`src/cih_pkg.sv`:
```
// Shared types and constants for the coincidence interval histogram.
// Used by every module under src; no dependencies of its own.
package cih_pkg;

    localparam int NUM_CHANNELS = 4;
    localparam int CHARGE_W     = 16;
    localparam int STAMP_W      = 64;
    localparam int WIDTH_W      = 40;
    localparam int COUNT_W      = 32;
    localparam int BIN_FIELD_W  = 7;
    localparam int CFG_IDX_W    = 1;
    localparam int CFG_DATA_W   = 40;

    localparam logic [CFG_IDX_W-1:0] CFG_THRESHOLD = 1'b0;
    localparam logic [CFG_IDX_W-1:0] CFG_BIN_WIDTH = 1'b1;

    localparam logic [CHARGE_W-1:0] THRESHOLD_RESET = 16'd150;
    localparam logic [WIDTH_W-1:0]  BIN_WIDTH_RESET = 40'd2500000000;

    localparam logic REQ_EVENT = 1'b0;
    localparam logic REQ_READ  = 1'b1;

    typedef struct packed {
        logic                   req_type;
        logic [CHARGE_W-1:0]    charge_a;
        logic [CHARGE_W-1:0]    charge_b;
        logic [CHARGE_W-1:0]    charge_c;
        logic [CHARGE_W-1:0]    charge_d;
        logic [STAMP_W-1:0]     stamp_a;
        logic [STAMP_W-1:0]     stamp_b;
        logic [STAMP_W-1:0]     stamp_c;
        logic [STAMP_W-1:0]     stamp_d;
        logic [BIN_FIELD_W-1:0] read_bin;
    } t_in_item;

    typedef struct packed {
        logic                   coincidence;
        logic [STAMP_W-1:0]     arrival_time;
        logic signed [63:0]     interval;
        logic                   interval_valid;
        logic [BIN_FIELD_W-1:0] bin_hit;
        logic                   in_range;
        logic [COUNT_W-1:0]     bin_count;
        logic [COUNT_W-1:0]     event_count;
    } t_out_item;

    // What one channel lane reports to the merge tree
    typedef struct packed {
        logic               vld;
        logic               over;
        logic [STAMP_W-1:0] stamp;
    } t_lane_res;

    // Merged view of the whole event
    typedef struct packed {
        logic               vld;
        logic               all_over;
        logic [STAMP_W-1:0] arrival;
    } t_merge_res;

endpackage

```
`src/cih_lane.sv`:
```
// One channel lane: threshold compare of a charge, timestamp carried along.
// Depends on cih_pkg.
module cih_lane (
    input  logic                         i_clk,
    input  logic                         i_rst_n,
    input  logic                         i_valid,
    input  logic [cih_pkg::CHARGE_W-1:0] i_charge,
    input  logic [cih_pkg::STAMP_W-1:0]  i_stamp,
    input  logic [cih_pkg::CHARGE_W-1:0] i_threshold,
    output cih_pkg::t_lane_res           o_res
);

    cih_pkg::t_lane_res r_res;

    always_ff @(posedge i_clk) begin
        if (!i_rst_n) begin
            r_res.vld <= 1'b0;
        end else begin
            r_res.vld <= i_valid;
        end
        if (i_valid) begin
            r_res.over  <= (i_charge > i_threshold);
            r_res.stamp <= i_stamp;
        end
    end

    assign o_res = r_res;

endmodule

```
`src/cih_merge.sv`:
```
// Registered two-level tree that merges the lanes: AND of the threshold
// flags and minimum of the timestamps. Depends on cih_pkg.
module cih_merge (
    input  logic                i_clk,
    input  logic                i_rst_n,
    input  cih_pkg::t_lane_res  i_lane [cih_pkg::NUM_CHANNELS],
    output cih_pkg::t_merge_res o_res
);

    localparam int HALF = cih_pkg::NUM_CHANNELS / 2;

    cih_pkg::t_lane_res  r_lvl1 [HALF];
    cih_pkg::t_lane_res  n_lvl1 [HALF];
    cih_pkg::t_merge_res r_res;

    always_comb begin
        for (int i = 0; i < HALF; i++) begin
            n_lvl1[i].vld   = i_lane[2*i].vld;
            n_lvl1[i].over  = i_lane[2*i].over & i_lane[2*i+1].over;
            n_lvl1[i].stamp = (i_lane[2*i+1].stamp < i_lane[2*i].stamp) ?
                              i_lane[2*i+1].stamp : i_lane[2*i].stamp;
        end
    end

    always_ff @(posedge i_clk) begin
        if (!i_rst_n) begin
            for (int i = 0; i < HALF; i++) begin
                r_lvl1[i].vld <= 1'b0;
            end
            r_res.vld <= 1'b0;
        end else begin
            for (int i = 0; i < HALF; i++) begin
                r_lvl1[i].vld <= n_lvl1[i].vld;
            end
            r_res.vld <= r_lvl1[0].vld;
        end
        for (int i = 0; i < HALF; i++) begin
            r_lvl1[i].over  <= n_lvl1[i].over;
            r_lvl1[i].stamp <= n_lvl1[i].stamp;
        end
        r_res.all_over <= r_lvl1[0].over & r_lvl1[1].over;
        r_res.arrival  <= (r_lvl1[1].stamp < r_lvl1[0].stamp) ?
                          r_lvl1[1].stamp : r_lvl1[0].stamp;
    end

    assign o_res = r_res;

endmodule

```
`src/cih_divider.sv`:
```
// Restoring divider: 64-bit dividend by 40-bit divisor, one quotient bit
// per cycle. Depends on cih_pkg.
module cih_divider (
    input  logic                        i_clk,
    input  logic                        i_rst_n,
    input  logic                        i_start,
    input  logic [cih_pkg::STAMP_W-1:0] i_dividend,
    input  logic [cih_pkg::WIDTH_W-1:0] i_divisor,
    output logic                        o_done,
    output logic [cih_pkg::STAMP_W-1:0] o_quotient
);

    localparam int CNT_W = $clog2(cih_pkg::STAMP_W);

    logic                          r_busy;
    logic                          r_done;
    logic [CNT_W-1:0]              r_cnt;
    logic [cih_pkg::WIDTH_W-1:0]   r_rem;
    logic [cih_pkg::WIDTH_W-1:0]   r_div;
    logic [cih_pkg::STAMP_W-1:0]   r_quo;
    logic [cih_pkg::WIDTH_W:0]     w_rem_sh;
    logic [cih_pkg::WIDTH_W:0]     w_sub;
    logic                          w_ge;

    // Shift the next dividend bit in, try one subtraction
    assign w_rem_sh = {r_rem, r_quo[cih_pkg::STAMP_W-1]};
    assign w_sub    = w_rem_sh - {1'b0, r_div};
    assign w_ge     = (w_rem_sh >= {1'b0, r_div});

    always_ff @(posedge i_clk) begin
        if (!i_rst_n) begin
            r_busy <= 1'b0;
            r_done <= 1'b0;
            r_cnt  <= '0;
        end else begin
            r_done <= 1'b0;
            if (i_start) begin
                r_busy <= 1'b1;
                r_cnt  <= CNT_W'(cih_pkg::STAMP_W - 1);
            end else if (r_busy) begin
                r_cnt <= r_cnt - 1'b1;
                if (r_cnt == '0) begin
                    r_busy <= 1'b0;
                    r_done <= 1'b1;
                end
            end
        end
        if (i_start) begin
            r_rem <= '0;
            r_div <= i_divisor;
            r_quo <= i_dividend;
        end else if (r_busy) begin
            r_rem <= w_ge ? w_sub[cih_pkg::WIDTH_W-1:0] : w_rem_sh[cih_pkg::WIDTH_W-1:0];
            r_quo <= {r_quo[cih_pkg::STAMP_W-2:0], w_ge};
        end
    end

    assign o_done     = r_done;
    assign o_quotient = r_quo;

endmodule

```
`src/coincidence_interval_histogram.sv`:
```
// Coincidence interval histogram, top level.
// Depends on cih_pkg, cih_lane, cih_merge and cih_divider.
// Usage:
//   Input channel (i_in_valid / o_in_ready, payload i_in) takes one request
//   at a time: a detector event or a read of one histogram bin. Every request
//   gives exactly one result on the output channel (o_out_valid /
//   i_out_ready, payload o_out), in request order.
//   Configuration (i_cfg_valid / o_cfg_ready, i_cfg_index, i_cfg_data) is
//   always ready; write it only while no request is in flight.
// Path from input transfer to o_out_valid: a bin read passes S_RDREQ and
//   S_RDDATA; an event passes the lane and merge registers; an interval that
//   is divided adds the divider steps, and a binned event the bin read-modify-write.
// Throughput: one request at a time; the next request is taken as soon as
//   the previous result sits in the output register.
// Reset: synchronous, active low. Afterwards the bin memory is cleared, one
//   bin per cycle over all NUM_BINS bins, with o_in_ready low; configuration
//   writes are taken during that pass.
// Receiver stall: the result holds in the output register; the block takes
//   one more request and waits with its result until the register frees.
module coincidence_interval_histogram #(
    parameter int NUM_BINS = 100
) (
    input  logic                          i_clk,
    input  logic                          i_rst_n,
    input  logic                          i_in_valid,
    output logic                          o_in_ready,
    input  cih_pkg::t_in_item             i_in,
    output logic                          o_out_valid,
    input  logic                          i_out_ready,
    output cih_pkg::t_out_item            o_out,
    input  logic                          i_cfg_valid,
    output logic                          o_cfg_ready,
    input  logic [cih_pkg::CFG_IDX_W-1:0] i_cfg_index,
    input  logic [cih_pkg::CFG_DATA_W-1:0] i_cfg_data
);

    localparam int BIN_W = $clog2(NUM_BINS);
    localparam logic [cih_pkg::COUNT_W-1:0] COUNT_MAX = '1;

    typedef enum logic [8:0] {
        S_CLEAR  = 9'b000000001,
        S_IDLE   = 9'b000000010,
        S_MERGE  = 9'b000000100,
        S_DIV    = 9'b000001000,
        S_BINRD  = 9'b000010000,
        S_BINWR  = 9'b000100000,
        S_RDREQ  = 9'b001000000,
        S_RDDATA = 9'b010000000,
        S_DONE   = 9'b100000000
    } t_state;

    function automatic logic [cih_pkg::COUNT_W-1:0] sat_inc(
        input logic [cih_pkg::COUNT_W-1:0] v
    );
        return (v == COUNT_MAX) ? v : v + 1'b1;
    endfunction

    t_state                           r_state;
    logic [BIN_W-1:0]                 r_clr_idx;
    logic [cih_pkg::CHARGE_W-1:0]     r_threshold;
    logic [cih_pkg::WIDTH_W-1:0]      r_bin_width;
    logic [cih_pkg::STAMP_W-1:0]      r_prev;
    logic                             r_have_prev;
    logic [cih_pkg::COUNT_W-1:0]      r_total;
    logic [BIN_W-1:0]                 r_addr;
    logic                             r_rd_ok;
    logic [cih_pkg::COUNT_W-1:0]      r_mem [NUM_BINS];
    logic [cih_pkg::COUNT_W-1:0]      r_rdata;
    cih_pkg::t_out_item               r_res;
    cih_pkg::t_out_item               r_out;
    logic                             r_out_valid;

    logic                             w_in_xfer;
    logic                             w_out_free;
    logic                             w_out_load;
    cih_pkg::t_out_item               w_out_next;
    logic                             w_mem_we;
    logic [BIN_W-1:0]                 w_mem_waddr;
    logic [cih_pkg::COUNT_W-1:0]      w_mem_wdata;
    logic [cih_pkg::STAMP_W-1:0]      w_diff;
    logic                             w_div_start;
    logic                             w_div_done;
    logic [cih_pkg::STAMP_W-1:0]      w_quotient;
    logic [cih_pkg::CHARGE_W-1:0]     w_charge [cih_pkg::NUM_CHANNELS];
    logic [cih_pkg::STAMP_W-1:0]      w_stamp  [cih_pkg::NUM_CHANNELS];
    logic                             w_lane_start;
    cih_pkg::t_lane_res               w_lane [cih_pkg::NUM_CHANNELS];
    cih_pkg::t_merge_res              w_merge;

    assign o_in_ready   = (r_state == S_IDLE);
    assign w_in_xfer    = i_in_valid & o_in_ready;
    assign w_out_free   = !r_out_valid || i_out_ready;
    assign w_out_load   = (r_state == S_DONE) && w_out_free;
    assign o_cfg_ready  = 1'b1;
    assign w_lane_start = w_in_xfer && (i_in.req_type == cih_pkg::REQ_EVENT);

    assign w_charge[0] = i_in.charge_a;
    assign w_charge[1] = i_in.charge_b;
    assign w_charge[2] = i_in.charge_c;
    assign w_charge[3] = i_in.charge_d;
    assign w_stamp[0]  = i_in.stamp_a;
    assign w_stamp[1]  = i_in.stamp_b;
    assign w_stamp[2]  = i_in.stamp_c;
    assign w_stamp[3]  = i_in.stamp_d;

    for (genvar g = 0; g < cih_pkg::NUM_CHANNELS; g++) begin : g_lane
        cih_lane u_lane (
            .i_clk       (i_clk),
            .i_rst_n     (i_rst_n),
            .i_valid     (w_lane_start),
            .i_charge    (w_charge[g]),
            .i_stamp     (w_stamp[g]),
            .i_threshold (r_threshold),
            .o_res       (w_lane[g])
        );
    end

    cih_merge u_merge (
        .i_clk   (i_clk),
        .i_rst_n (i_rst_n),
        .i_lane  (w_lane),
        .o_res   (w_merge)
    );

    assign w_diff      = w_merge.arrival - r_prev;
    assign w_div_start = (r_state == S_MERGE) && w_merge.vld && w_merge.all_over &&
                         r_have_prev && !w_diff[cih_pkg::STAMP_W-1] &&
                         (r_bin_width != '0);

    cih_divider u_div (
        .i_clk      (i_clk),
        .i_rst_n    (i_rst_n),
        .i_start    (w_div_start),
        .i_dividend (w_diff),
        .i_divisor  (r_bin_width),
        .o_done     (w_div_done),
        .o_quotient (w_quotient)
    );

    // Bin memory: one write port, one registered read port
    always_comb begin
        w_mem_we    = 1'b0;
        w_mem_waddr = r_addr;
        w_mem_wdata = sat_inc(r_rdata);
        if (r_state == S_CLEAR) begin
            w_mem_we    = 1'b1;
            w_mem_waddr = r_clr_idx;
            w_mem_wdata = '0;
        end else if (r_state == S_BINWR) begin
            w_mem_we = 1'b1;
        end
    end

    always_ff @(posedge i_clk) begin
        if (w_mem_we) begin
            r_mem[w_mem_waddr] <= w_mem_wdata;
        end
        r_rdata <= r_mem[r_addr];
    end

    always_ff @(posedge i_clk) begin
        if (!i_rst_n) begin
            r_threshold <= cih_pkg::THRESHOLD_RESET;
            r_bin_width <= cih_pkg::BIN_WIDTH_RESET;
        end else if (i_cfg_valid && o_cfg_ready) begin
            unique case (i_cfg_index)
                cih_pkg::CFG_THRESHOLD: r_threshold <= i_cfg_data[cih_pkg::CHARGE_W-1:0];
                cih_pkg::CFG_BIN_WIDTH: r_bin_width <= i_cfg_data;
            endcase
        end
    end

    always_comb begin
        w_out_next             = r_res;
        w_out_next.event_count = r_total;
    end

    // Output register: load a finished result, drop it once transferred
    always_ff @(posedge i_clk) begin
        if (!i_rst_n) begin
            r_out_valid <= 1'b0;
        end else if (w_out_load) begin
            r_out_valid <= 1'b1;
        end else if (i_out_ready) begin
            r_out_valid <= 1'b0;
        end
    end

    always_ff @(posedge i_clk) begin
        if (!i_rst_n) begin
            r_state     <= S_CLEAR;
            r_clr_idx   <= '0;
            r_prev      <= '0;
            r_have_prev <= 1'b0;
            r_total     <= '0;
        end else begin
            unique case (r_state)
                S_CLEAR: begin
                    r_clr_idx <= r_clr_idx + 1'b1;
                    if (r_clr_idx == BIN_W'(NUM_BINS - 1)) begin
                        r_state <= S_IDLE;
                    end
                end
                S_IDLE: begin
                    if (w_in_xfer) begin
                        r_res <= '0;
                        if (i_in.req_type == cih_pkg::REQ_READ) begin
                            r_addr  <= BIN_W'(i_in.read_bin);
                            r_rd_ok <= (32'(i_in.read_bin) < 32'(NUM_BINS));
                            r_state <= S_RDREQ;
                        end else begin
                            r_state <= S_MERGE;
                        end
                    end
                end
                S_MERGE: begin
                    if (w_merge.vld) begin
                        if (!w_merge.all_over) begin
                            r_state <= S_DONE;
                        end else begin
                            r_total              <= sat_inc(r_total);
                            r_prev               <= w_merge.arrival;
                            r_have_prev          <= 1'b1;
                            r_res.coincidence    <= 1'b1;
                            r_res.arrival_time   <= w_merge.arrival;
                            r_res.interval_valid <= r_have_prev;
                            r_res.interval       <= r_have_prev ? w_diff : '0;
                            r_state              <= w_div_start ? S_DIV : S_DONE;
                        end
                    end
                end
                S_DIV: begin
                    if (w_div_done) begin
                        if (w_quotient < 64'(NUM_BINS)) begin
                            r_addr        <= BIN_W'(w_quotient);
                            r_res.bin_hit <= w_quotient[cih_pkg::BIN_FIELD_W-1:0];
                            r_state       <= S_BINRD;
                        end else begin
                            r_state <= S_DONE;
                        end
                    end
                end
                S_BINRD: begin
                    r_state <= S_BINWR;
                end
                S_BINWR: begin
                    r_res.in_range <= 1'b1;
                    r_state        <= S_DONE;
                end
                S_RDREQ: begin
                    r_state <= S_RDDATA;
                end
                S_RDDATA: begin
                    r_res.bin_count <= r_rd_ok ? r_rdata : '0;
                    r_state         <= S_DONE;
                end
                S_DONE: begin
                    // Hold the result until the output register frees
                    if (w_out_free) begin
                        r_out   <= w_out_next;
                        r_state <= S_IDLE;
                    end
                end
                default: begin
                    r_state <= S_IDLE;
                end
            endcase
        end
    end

    assign o_out_valid = r_out_valid;
    assign o_out       = r_out;

`ifndef SYNTH
    a_in_range_needs_interval: assert property (@(posedge i_clk) disable iff (!i_rst_n)
        o_out_valid && o_out.in_range |->
            o_out.coincidence && o_out.interval_valid && !o_out.interval[63])
        else $error("binned result without a valid non-negative interval");

    a_bin_hit_in_table: assert property (@(posedge i_clk) disable iff (!i_rst_n)
        o_out_valid && o_out.in_range |-> 32'(o_out.bin_hit) < 32'(NUM_BINS))
        else $error("bin index beyond histogram top");

    a_plain_result_clear: assert property (@(posedge i_clk) disable iff (!i_rst_n)
        o_out_valid && !o_out.coincidence |->
            o_out.arrival_time == '0 && !o_out.interval_valid && !o_out.in_range)
        else $error("non-coincident result carries event fields");

    a_div_done_in_div: assert property (@(posedge i_clk) disable iff (!i_rst_n)
        w_div_done |-> r_state == S_DIV)
        else $error("divider finished outside the divide state");

    a_start_when_idle_only: assert property (@(posedge i_clk) disable iff (!i_rst_n)
        w_lane_start |=> r_state == S_MERGE)
        else $error("event transfer did not enter the merge wait");
`endif

endmodule
```
`config.mk`:
```
export PLATFORM = sky130hd
export DESIGN_NAME = coincidence_interval_histogram
export DESIGN_NICKNAME = d
export VERILOG_FILES = /design/src/cih_pkg.sv /design/src/cih_lane.sv /design/src/cih_merge.sv /design/src/cih_divider.sv /design/src/coincidence_interval_histogram.sv
export SDC_FILE = /design/constraint.sdc
export NUM_CORES = 2
export LEC_CHECK = 0
export BUFFER_PORTS_ARGS = -buffer_cell sky130_fd_sc_hd__buf_4
export CELL_PAD_IN_SITES_DETAIL_PLACEMENT = 1
export CELL_PAD_IN_SITES_GLOBAL_PLACEMENT = 1
export CORE_UTILIZATION = 54
export CTS_CLUSTER_DIAMETER = 40
export DETAILED_ROUTE_END_ITERATION = 8
export PLACE_DENSITY = 0.83
export SLEW_MARGIN = 20
export SYNTH_ARGS = -nofsm -noshare
export SYNTH_HDL_FRONTEND = slang
export SYNTH_SLANG_ARGS = --single-unit
```
`constraint.sdc`:
```
create_clock -name i_clk -period 30.7 [get_ports i_clk]
set_clock_uncertainty 0.15 [all_clocks]
set_input_delay 6.14 -clock i_clk [delete_from_list [all_inputs] [get_ports i_clk]]
set_output_delay 6.14 -clock i_clk [all_outputs]
set_load 0.05 [all_outputs]
```
# After elaboration in Yosys (flattened, before gate mapping)
# Memory sizes are Yosys's and may differ from the RTL's. A register that Yosys moved wholly into a read port is not among the register bits.
# Cells that the tools add are included.
dict set report totals {
  reg_bits 1029
  latch_bits 0
  ram_bits 3332
  mem_bits_ro 0
  inputBits 374
  out_inout_bits 205
  word_cells 173
  memories 2
}
dict set report op_classes {
  addsub 6
  mul 0
  n_div 0
  magnitude_cmp 10
  n_eq_ne 20
  shifts 0
  n_mux 49
  bitwise_logic 11
  n_reduce_logical 32
}
# memory words word_bits rd rd_clocked_by_memory_dff write_ports line
set memory_table {}
lappend memory_table {r_mem 100 32 1 1 1 coincidence_interval_histogram.sv:67} ;# logic [cih_pkg::COUNT_W-1:0] r_mem [NUM_BINS];
lappend memory_table {u_merge.r_lvl1 2 66 2 0 2 cih_merge.sv:12} ;# cih_pkg::t_lane_res r_lvl1 [HALF];
# operator n
set ops {}
lappend ops {{$mux W64} 6}
lappend ops {{$mux W130} 2}
lappend ops {{$pmux W130 S2} 1}
lappend ops {{$mux W202} 1}
lappend ops {{$lt A64 B64 Y1} 3}
lappend ops {{$mux W32} 3}
lappend ops {{$mux W9} 8}
lappend ops {{$pmux W9 S8} 1}
lappend ops {{$add A32 B1 Y32 const B} 2}
lappend ops {{$eq A32 B32 Y1 const B} 2}
lappend ops {{$gt A16 B16 Y1} 4}
lappend ops {{$lt A64 B7 Y1 const B} 1}
lappend ops {{$pmux W32 S2} 1}
lappend ops {{$sub A64 B64 Y64} 1}
lappend ops {{$mux W7} 6}
lappend ops {{$ge A41 B40 Y1} 1}
lappend ops {{$mux W40} 1}
lappend ops {{$reduce_bool A40 Y1} 1}
lappend ops {{$sub A40 B40 Y40} 1}
lappend ops {{$pmux W7 S2} 2}
lappend ops {{$reduce_and A5 Y1} 3}
lappend ops {{$mux W1} 14}
lappend ops {{$mux W6} 2}
lappend ops {{$ne A2 B1 Y1 const B} 6}
lappend ops {{other kinds (29)} 55}

# Depth between registers and ports, before layout
dict set report logic_depth {
  depth_word 10
  ltp_mapped 15
  depth_no_buf 12
}

# Cells and area by module
# Synthesis repeated with hierarchy kept, for this count alone.
dict set report unflattened {
  cells_unflattened 9396
  hier_area_um2 176247.8
}
# mod n_inst cells_per_inst area_per_inst_um2 seq_area_each_um2
set modules_own_cells {}
lappend modules_own_cells {coincidence_interval_histogram 1 7015 146974.7 111547.0}
lappend modules_own_cells {cih_merge 1 1070 11238.3 3943.8}
lappend modules_own_cells {cih_lane 4 123 2384.8 1971.9}
lappend modules_own_cells {cih_divider 1 819 8495.6 4083.9}

# Worst setup path after synthesis
# Ideal clock, no wire load.
dict set report synth_path {
  path_kind {input to register}
  start {input port i_rst_n}
  end {register r_out (netlist bit o_out[0]), enable pin}
  setup_time_ns 1.258
  arrival_ns 25.797
  t_required_ns 29.292
  setup_slack_ns 3.495
  cell_stages 4
  n_path_buf 2
  path_cell_list {clkbuf_1 -> clkinv_1 -> clkbuf_1 -> nor4_1}
}
dict set report synth_via {
  elab_chain_cells 1
}
# item line
set synth_lines {}
lappend synth_lines {{start: declaration} coincidence_interval_histogram.sv:24} ;# input logic i_rst_n,
lappend synth_lines {{$reduce_and A3 Y1 (no source line)} n/a}
lappend synth_lines {{end signal: assignment} coincidence_interval_histogram.sv:260} ;# r_out <= w_out_next;
lappend synth_lines {{end: declaration} coincidence_interval_histogram.sv:70} ;# cih_pkg::t_out_item r_out;
# Every way passes these cells.
# A chain may end at the register's enable or synchronous reset.

# Worst setup path in the final report
dict set report layout_path {
  start {register r_state[5]}
  end {output port o_in_ready}
}
dict set report layout_via {
  elab_chain_cells 1
}
# item line
set layout_lines {}
lappend layout_lines {{start: declaration} coincidence_interval_histogram.sv:58} ;# t_state r_state;
lappend layout_lines {{start signal: assignment} coincidence_interval_histogram.sv:228} ;# r_state <= w_div_start ? S_DIV : S_DONE;
lappend layout_lines {{$eq A9 B2 Y1} coincidence_interval_histogram.sv:90} ;# assign o_in_ready = (r_state == S_IDLE);
lappend layout_lines {{end: declaration} coincidence_interval_histogram.sv:26} ;# output logic o_in_ready,
# Every way passes these cells.

==> run summary <==
The width of the chip is 575 um. The dominant cell by count in the synthesized netlist is sky130_fd_sc_hd__edfxtp_1. The count of state elements after synthesis is 4392.

The violation count after the first detailed-route iteration is 15867, and the clock period minus final worst setup slack is 9.65 ns. The count of input and output buffers is 577. The number of hold buffers added after CTS was 0.

The core region is 327000 sq um. The summed instance area of the synthesized netlist came out at 177000 sq um. In the final routed layout, each cell accounts on average for 38.9 um. Routability congestion estimate from global placement: 0.916.

Sorting the synthesized cells by how often they occur yields sky130_fd_sc_hd__edfxtp_1, sky130_fd_sc_hd__mux4_2, sky130_fd_sc_hd__nand2_1. The tools report the data arrival at the endpoint of the critical path as 3.36 ns. The cell sitting at the root of the clock tree is a sky130_fd_sc_hd__clkbuf_16.

For this run the aggregate overflow at the end of global routing stands at 0. The worst setup path is of the flip-flop to output pin kind. The run gives 0.0595 mV as the worst-case vdd ir drop. The tightest min-delay check is of the flip-flop to flip-flop type. The flow ran to the end, and the final reports show no timing, DRC or antenna violations. TritonCTS built the clock tree. The clock reaches the later pin of the worst-skew pair after 1.10 ns. Counting along the longest clock path gives a buffer depth of 4.

STA classifies the critical path startpoint as a flip-flop. Data on the critical path is required at its endpoint by 24.41 ns. The maximum fanout count along the critical path was 5. OpenSTA, run right after detailed placement, puts the worst setup slack at 20.21 ns. After synthesis, the netlist uses 80 different library cells.

Global routing used 36.1% of the available tracks across all layers. Number of gates resized after cts: 0. Summed over all layers, the routed wires come to 601 mm. The number of routed nets with antenna violations came out at 0.

Setup slack closes at 21.05 ns. The filler-free cell count of the finished design is 15444, and the top-level port count is 579. At the pin with the least slew margin, the transition time is 1.34 ns. Buffers inserted during clock tree synthesis total 535. After synthesis, the cell types taking the most area are sky130_fd_sc_hd__edfxtp_1, sky130_fd_sc_hd__mux4_2, sky130_fd_sc_hd__dfxtp_1.

The number of placed instances, taps included, is 14445. After legalization and detailed placement, the total HPWL measured 324 mm. The number of nets handed over by synthesis was 10520.

Counting flops with a built-in enable in the synthesized netlist gives 3944. The first-pass detailed-route iteration total is 6, and the signed area change from the synthesized netlist to the final layout is 16.4%. The number of failing hold endpoints at the final stage was 0; the top-area cell type share of the netlist area was 66.7%. The run gives 4392 as the clock sink count. Based on the critical path, the design can be clocked at up to 104 MHz. The tools report the portion of the post-synthesis area used by sequential elements as 71.8%.

The critical path startpoint is r_state[5]. The number of max-slew violations in the final report was 0. For this run, design rule violations remaining after detail routing come to 0. The reported max-cap violation count is 0. Of all flip-flops after synthesis, the portion carrying an async set or reset was 0%.

The startpoint identified for the worst register-to-register timing path is r_addr[1]. The worst hold path begins at r_res[156]. The post-CTS setup-driven buffer insertion count was 0; the total number of nets in the final design was 11384. The initialized floorplan defines 210 standard-cell rows. Of the cells placed in the final design, the portion with a size suffix greater than 1 is 27.8%. The final route contains 106644 vias. After layout, the worst path uses 31.4% of the clock period.

Dividing the synthesized area by the synthesized cell count gives 18.1 sq um. The analysis attributes to cell leakage a power of 0.0704 uW. The number of endpoints failing setup at the final stage came out at 0. The number of vias per cell is 6.91. After technology mapping, the gate count stands at 9783. Entering global routing, the biggest net connects 145 pins.

The clock-pin slew on the worst setup and hold paths was 0.06 ns; the die boundary height was 575 um. The initial antenna violation count is 54. Setup repair after global routing left no endpoint under its margin. The synthesized design spends more area on one cell type than any other, namely sky130_fd_sc_hd__edfxtp_1. Setup total negative slack on the finished layout was measured at 0 ns.

The worst setup path is captured at an output pin. The most used flip-flop cell after synthesis is sky130_fd_sc_hd__edfxtp_1. For the total power, the log shows 14600 uW. Dividing total power by cell area gives a power density of 70.5 nW/um^2. Number of levels in the clock H-tree: 6.

The die covers 331000 sq um. Measured against its own limit, the worst slew margin works out to 10.7%. For the initial standard-cell utilization of the core, the log shows 54.2%.

Global-route wire length before repair: 842 mm. Number of global-route vias before repair: 111106. Yosys printed 0 warnings.
-- stage by stage --
| step | hold WS (ns) | util [%] | cell area [sq um] |
|---|---|---|---|
| finish | 0.232 | 63.1 | 207000 |
| floorplan | 0.250 | - | 177000 |
| CTS | 0.247 | 63.0 | 206000 |
| detailed placement | 0.256 | 57.5 | 188000 |
| global placement | 0.253 | 57.5 | 188000 |
| global route | 0.257 | 63.1 | 207000 |
-- power by group --
part / switching [uW] / total [uW] / internal, uW
clock: 2800 / 6570 / 3770
combinational: 799 / 1110 / 307
sequential: 75.7 / 6900 / 6820
-- cell type report --
class	count	area [sq um]
inverter	363	1370
multi-input combinational	4547	48000
sequential	4392	127000
clock buffer	633	14200
antenna	15	37.5
clock inverter	340	3770
tap	4346	5440
timing repair buffer	808	6380
fill	27686	121000
-- critical path, stage by stage, from the launching register on --
cell	delay, ns
sky130_fd_sc_hd__dfxtp_1	0.37
sky130_fd_sc_hd__nor3_1	0.57
sky130_fd_sc_hd__and2_1	0.32
sky130_fd_sc_hd__nand2_1	0.16
sky130_fd_sc_hd__or2_2	0.37
sky130_fd_sc_hd__inv_1	0.21
sky130_fd_sc_hd__buf_4	0.29
-- cells by family after synthesis --
logic type / synth area share, %
muxes: 14.5
adders and majority gates: 2.57
buffers and inverters: 1.84
AOI/OAI and AO/OA: 3.69
DFF: 71.8
and+or+nand+nor: 4.97
xor gates and xnor gates: 0.617
other: 0.00211
-- routing by layer --
metal	part of all wire [%]	vias up	track usage, %
li1	-	41021	-
met1	35	55434	45.3
met2	49	8280	58.9
met3	10	1875	7.44
met4	6.5	34	20.4
met5	0.041	-	0
-- layout by cell type (no fill, tap or decap), types with 44 or more instances in the layout --
master,n
sky130_fd_sc_hd__xnor2_1,58
sky130_fd_sc_hd__ha_1,361
sky130_fd_sc_hd__clkinv_1,49
sky130_fd_sc_hd__nor2_1,242
sky130_fd_sc_hd__mux2i_1,44
sky130_fd_sc_hd__buf_4,784
sky130_fd_sc_hd__bufinv_16,46
sky130_fd_sc_hd__a21oi_1,308
sky130_fd_sc_hd__and3_1,134
sky130_fd_sc_hd__clkbuf_1,70
sky130_fd_sc_hd__nor3_1,72
sky130_fd_sc_hd__clkinvlp_4,44
sky130_fd_sc_hd__nor2_4,130
sky130_fd_sc_hd__nand3_1,158
sky130_fd_sc_hd__nand2_1,514
sky130_fd_sc_hd__a21o_1,125
sky130_fd_sc_hd__nor4_1,44
sky130_fd_sc_hd__inv_6,65
sky130_fd_sc_hd__inv_1,360
sky130_fd_sc_hd__mux2_2,205
sky130_fd_sc_hd__a311oi_1,94
sky130_fd_sc_hd__nand4_1,162
sky130_fd_sc_hd__mux4_2,1022
sky130_fd_sc_hd__o211ai_1,80
sky130_fd_sc_hd__dfxtp_1,447
sky130_fd_sc_hd__o21ai_0,156
sky130_fd_sc_hd__and2_1,137
sky130_fd_sc_hd__clkinv_2,55
sky130_fd_sc_hd__edfxtp_1,3944
sky130_fd_sc_hd__clkbuf_16,550
sky130_fd_sc_hd__xor2_1,67
sky130_fd_sc_hd__nand2b_1,45
-- flip-flops by register name, indices dropped and copies added, names as in the netlist, 9 cells and up --
name,count
o_out,202
r_rdata,32
u_div.r_rem,40
r_res,170
r_prev,64
r_state,9
r_total,32
g_lane.u_lane.o_res,261
r_mem,3200
u_div.o_quotient,64
u_div.r_div,40
r_threshold,16
u_merge.r_lvl1,131
r_bin_width,40
u_merge.o_res,66
-- final timing paths --
path                  to  slack [ns]  cells after the start
max           o_in_ready       21.05                      6
min reg2reg   o_out[156]        0.23                      0
max reg2reg  r_rdata[22]       23.55                      9
min           o_out[156]        0.23                      0
Power figures use the tool's default switching activity.
